`config.mk`:
```
export PLATFORM = sky130hd
export DESIGN_NAME = pftb_ctrl
export DESIGN_NICKNAME = d
export VERILOG_FILES = /design/src/rtl/pftb_pkg.sv /design/src/rtl/pftb_ctrl.sv
export SDC_FILE = /design/constraint.sdc
export NUM_CORES = 1
export LEC_CHECK = 0
export ABC_AREA = 1
export BUFFER_PORTS_ARGS = -buffer_cell sky130_fd_sc_hd__buf_2
export CORE_AREA = 2 2 39 41
export CTS_BUF_LIST = sky130_fd_sc_hd__clkbuf_8
export DETAILED_ROUTE_END_ITERATION = 12
export DIE_AREA = 0 0 41 43
export HOLD_SLACK_MARGIN = 0.02
export PLACE_DENSITY_LB_ADDON = 0.05
export SLEW_MARGIN = 5
export SYNTH_ARGS = -nofsm -noshare
export SYNTH_HDL_FRONTEND = slang
export SYNTH_SLANG_ARGS = --single-unit
export TNS_END_PERCENT = 10
```
`constraint.sdc`:
```
create_clock -name clk -period 0.9 [get_ports clk]
set_input_delay 0.045 -clock clk [delete_from_list [all_inputs] [get_ports clk]]
set_output_delay 0.045 -clock clk [all_outputs]
set_load 0.05 [all_outputs]
```
`src/rtl/pftb_pkg.sv`:
```
// ----------------------------------------------------------------------------
// pftb_pkg: shared definitions of the per-flow token bucket limiter
// Widths, register indexes, reset values and the controller command bundle.
// ----------------------------------------------------------------------------
package pftb_pkg;

  // Flow table geometry.
  localparam int FLOWS  = 256;
  localparam int FLOW_W = $clog2(FLOWS);

  // Token and time formats.
  localparam int FRAC_BITS = 16;
  localparam int TOKEN_W   = 32;
  localparam int TIME_W    = 32;
  localparam int BURST_W   = 16;
  localparam int RATE_W    = 32;
  localparam int PROD_W    = TIME_W + RATE_W;
  // Wide enough to hold the shifted burst with bits above the token width.
  localparam int CAP_WIDE_W = TOKEN_W + BURST_W;

  // One whole token in fixed point.
  localparam logic [TOKEN_W-1:0] ONE_TOKEN = TOKEN_W'(1) << FRAC_BITS;

  // Configuration port.
  localparam int CFG_IDX_W  = 2;
  localparam int CFG_DATA_W = 32;
  localparam logic [CFG_IDX_W-1:0] REG_BURST_SIZE  = CFG_IDX_W'(0);
  localparam logic [CFG_IDX_W-1:0] REG_REFILL_RATE = CFG_IDX_W'(1);

  // Register reset values.
  localparam logic [BURST_W-1:0] BURST_RESET = BURST_W'(30);
  localparam logic [RATE_W-1:0]  RATE_RESET  = RATE_W'(655);

  // Commands from the controller to the datapath.
  typedef struct packed {
    logic capture;   // latch the request and read the flow's entry
    logic multiply;  // form elapsed time times refill rate
    logic commit;    // write the bucket back and load the result register
  } pftb_cmd_t;

endpackage

```
`src/rtl/pftb_ctrl.sv`:
```
// ----------------------------------------------------------------------------
// pftb_ctrl: sequencing controller
// Takes one request at a time through read, multiply and commit, and owns
// the handshakes on the request and result channels.
// ----------------------------------------------------------------------------
module pftb_ctrl (
  input  logic               clk,
  input  logic               rst,
  input  logic               in_valid,
  output logic               in_ready,
  output logic               out_valid,
  input  logic               out_ready,
  output pftb_pkg::pftb_cmd_t cmd
);

  localparam logic [1:0] S_IDLE = 2'd0;
  localparam logic [1:0] S_MUL  = 2'd1;
  localparam logic [1:0] S_SUM  = 2'd2;

  logic [1:0] state;
  logic [1:0] state_next;

  // A request is taken only when no other is in flight.
  assign in_ready     = (state == S_IDLE);
  assign cmd.capture  = in_valid && in_ready;
  assign cmd.multiply = (state == S_MUL);
  assign cmd.commit   = (state == S_SUM) && (!out_valid || out_ready);

  // Next state.
  always_comb begin
    state_next = state;
    case (state)
      S_IDLE: begin
        if (cmd.capture) begin
          state_next = S_MUL;
        end
      end
      S_MUL: begin
        state_next = S_SUM;
      end
      S_SUM: begin
        if (cmd.commit) begin
          state_next = S_IDLE;
        end
      end
      default: begin
        state_next = S_IDLE;
      end
    endcase
  end

  // State register and output valid flag.
  always_ff @(posedge clk) begin
    if (rst) begin
      state     <= S_IDLE;
      out_valid <= 1'b0;
    end else begin
      state <= state_next;
      if (cmd.commit) begin
        out_valid <= 1'b1;
      end else if (out_ready) begin
        out_valid <= 1'b0;
      end
    end
  end

endmodule

```
==> results.md <==
- Run status: finished with violations
- Failing checks: setup timing
- Final wirelength: 367 um
- Max-Cap Viols: 0
- Layout fillers: 166
- Top Layer Used: met4
- FF-to-FF setup slack: 0.04 ns
- DR WL/cell: between 7 and 8 um
- DRT Pass-1 Iters: 2
- Die H: 43 um
- Pwr dens: 1968 nW/um^2
- Clock Pin Slew Worst Setup and Hold Paths: about 0.030 ns
- Final Non-Filler Cells: 49
- Crit path time final: 0.9837 ns
- Final Slew Violations: 0
- CTS buffer count: 3
- First-pass GRT wire length: 572 um
- Worst-skew pair later-pin latency: about 0.21 ns
- Leakage power: about 0.15 nW
- Total negative slack: -0.2552 ns
- Most frequent cells in the layout: buf_2, inv_1, inv_2, clkbuf_8, buf_6
- Syn Inst Count: 19
- Wl on met1: approximately 150 um
- Maximum clock rate: 1.017 GHz
- Effective utilization at floorplan: around 11%
- Row cnt: 14
- Final WS setup: -0.08370 ns
- Commonest non-fill, non-tap cell in the layout: buf_2
- Final setup violating endpoints: 4
- CTS tree: done
- Vias in the first global route: 148
- RD Place Congestion: ~0.61
- Total track usage: under 10%
- Peak supply drop: about 0.55 mV
- Routed Antenna Nets: 0
- Worst Skew: between 0.001 and 0.0015 ns
- Full die area: about 1800 um^2
- Relative slew slack: 83.59%
- Seq/Total Area, Yosys: 40.34%
- Ant diodes: 0
- Largest net degree at the start of global routing: 5
- Fraction of layout cells with a size suffix above 1: 84.85%
- DR iter-0 viols: 1
- Synth unique cells: 11
- H-tree levels: 1
- Count of final hold-check violations: 0
- PortBufs: 8
- Clk sinks: 3
- Grt ovf: 0
- Critical path launch point type: flip-flop
- Critical Path RT: 0.85 ns
- CTS max path bufs: 2
- Total number of vias: 170
- Remaining DRCs: 0
- Syn Area/Cell: approximately 8 um^2
- Core ar.: approximately 1400 um^2
- Placed Cells: 45
- Mapped Area: 148.9 um^2
- Nets: 38
- Hold_buf cts: 0
- Kind of critical path: flip-flop to primary output
- Met3 WL: 35 um
- Die Wd: 41 um
- Min-delay worst type: input port to flip-flop
- Area growth syn-to-layout: 125.2%
- Worst Tran Pin Value: 0.2479 ns
- Hold Slack: 0.02097 ns
- Via-to-Cell Ratio: 3.469
- Register bit count reported by yosys: 3
- Reg2Reg Depth: 4
- Worst-path maximum fanout: 4
- Post-synth net total: 23
- Syn. warnings: 0
- Hold Path Stages: 2
- Period utilization: 109.3%
- CP arrival: 0.94 ns
- CTS root buffer: clkbuf_8
- Unrepaired setup endpoints after global routing: yes
- Met2 WL: 162 um
- Antenna violations before repair: 0
- I/O pins: 9
- Worst Setup End Kind: primary output
-- path summary, 6_finish.rpt --
| kind | startpoint | end |
|---|---|---|
| max | state[1]$_SDFFE_PP0P_ | cmd[0] |
| max reg2reg | out_valid$_SDFFE_PP0P_ | out_valid$_SDFFE_PP0P_ |
| min | rst | state[1]$_SDFFE_PP0P_ |
| min reg2reg | state[1]$_SDFFE_PP0P_ | state[0]$_SDFFE_PP0P_ |
-- Yosys cell counts --
| library cell | count | area, um^2 |
|---|---|---|
| a21oi_2 | 1 | 8.760 |
| dfxtp_1 | 3 | 60.06 |
| inv_1 | 5 | 18.77 |
| inv_2 | 1 | 3.750 |
| nand2_1 | 3 | 11.26 |
| nor2_1 | 1 | 3.750 |
| nor2_2 | 1 | 6.260 |
| nor2_4 | 1 | 11.26 |
| nor3_1 | 1 | 5.000 |
| nor3_2 | 1 | 10.01 |
| o21ba_2 | 1 | 10.01 |
-- power by group --
| group | switching [mW] | internal, mW | total, mW |
|---|---|---|---|
| Combinational | 0.0872 | 0.0525 | 0.140 |
| Clock | 0.0850 | 0.290 | 0.375 |
| Sequential | 0.00730 | 0.138 | 0.145 |
-- routing by layer --
| layer | vias to the layer above | track usage, % |
|---|---|---|
| met3 | 4 | 3.141 |
| li1 | 84 | - |
| met5 | - | 0 |
| met4 | 0 | 12.00 |
| met1 | 71 | 6.090 |
| met2 | 11 | 5.625 |
-- critical path, cell delays in order, from the launching register on --
cell and delay (ns):
dfxtp_2 0.33, inv_4 0.05, nor3_4 0.17, buf_6 0.17
-- stage by stage --
stage          utilization, %  area (um^2)  total power [mW]  setup WS [ns]
3_3_place_gp            17.45        241.5            0.2547       -0.01581
6_report                24.23        335.3            0.6598       -0.08370
2_1_floorplan               -        166.4            0.2249        -0.1136
4_1_cts                 23.96        331.6            0.6674        -0.1031
5_1_grt                 24.23        335.3            0.7003        -0.1289
3_5_place_dp            17.45        241.5            0.2549       -0.01609
-- kinds of logic after synthesis --
kind of cell / Yosys count / synth area share (%)
AOI/OAI and AO/OA: 2 / 12.61
buffers and inverters: 6 / 15.12
DFF: 3 / 40.34
and+or+nand+nor: 8 / 31.93
-- sequential cells by signal, indices dropped and copies added, names as in the netlist --
register	flops
state	2
out_valid	1
-- final cells by class --
cell class | count | area (um^2) | share of cell area (%)
multi-input cells | 10 | 92.59 | 27.61
repair buffers | 10 | 83.83 | 25.00
flip-flops and latches | 3 | 68.82 | 20.52
clock buffers | 3 | 41.29 | 12.31
inverters | 6 | 25.02 | 7.463
well taps | 16 | 20.02 | 5.970
clock inverters | 1 | 3.754 | 1.119
-- what timing repair did --
| action | in CTS | in global routing |
|---|---|---|
| gates resized for setup | 16 | 2 |
| pin swaps | 3 | 1 |
| setup endpoints to repair | 4 | 4 |
| buffers inserted | 0 | 0 |
| hold endpoints to repair | 0 | 0 |
Note: power is estimated with default switching activity, not from simulation.
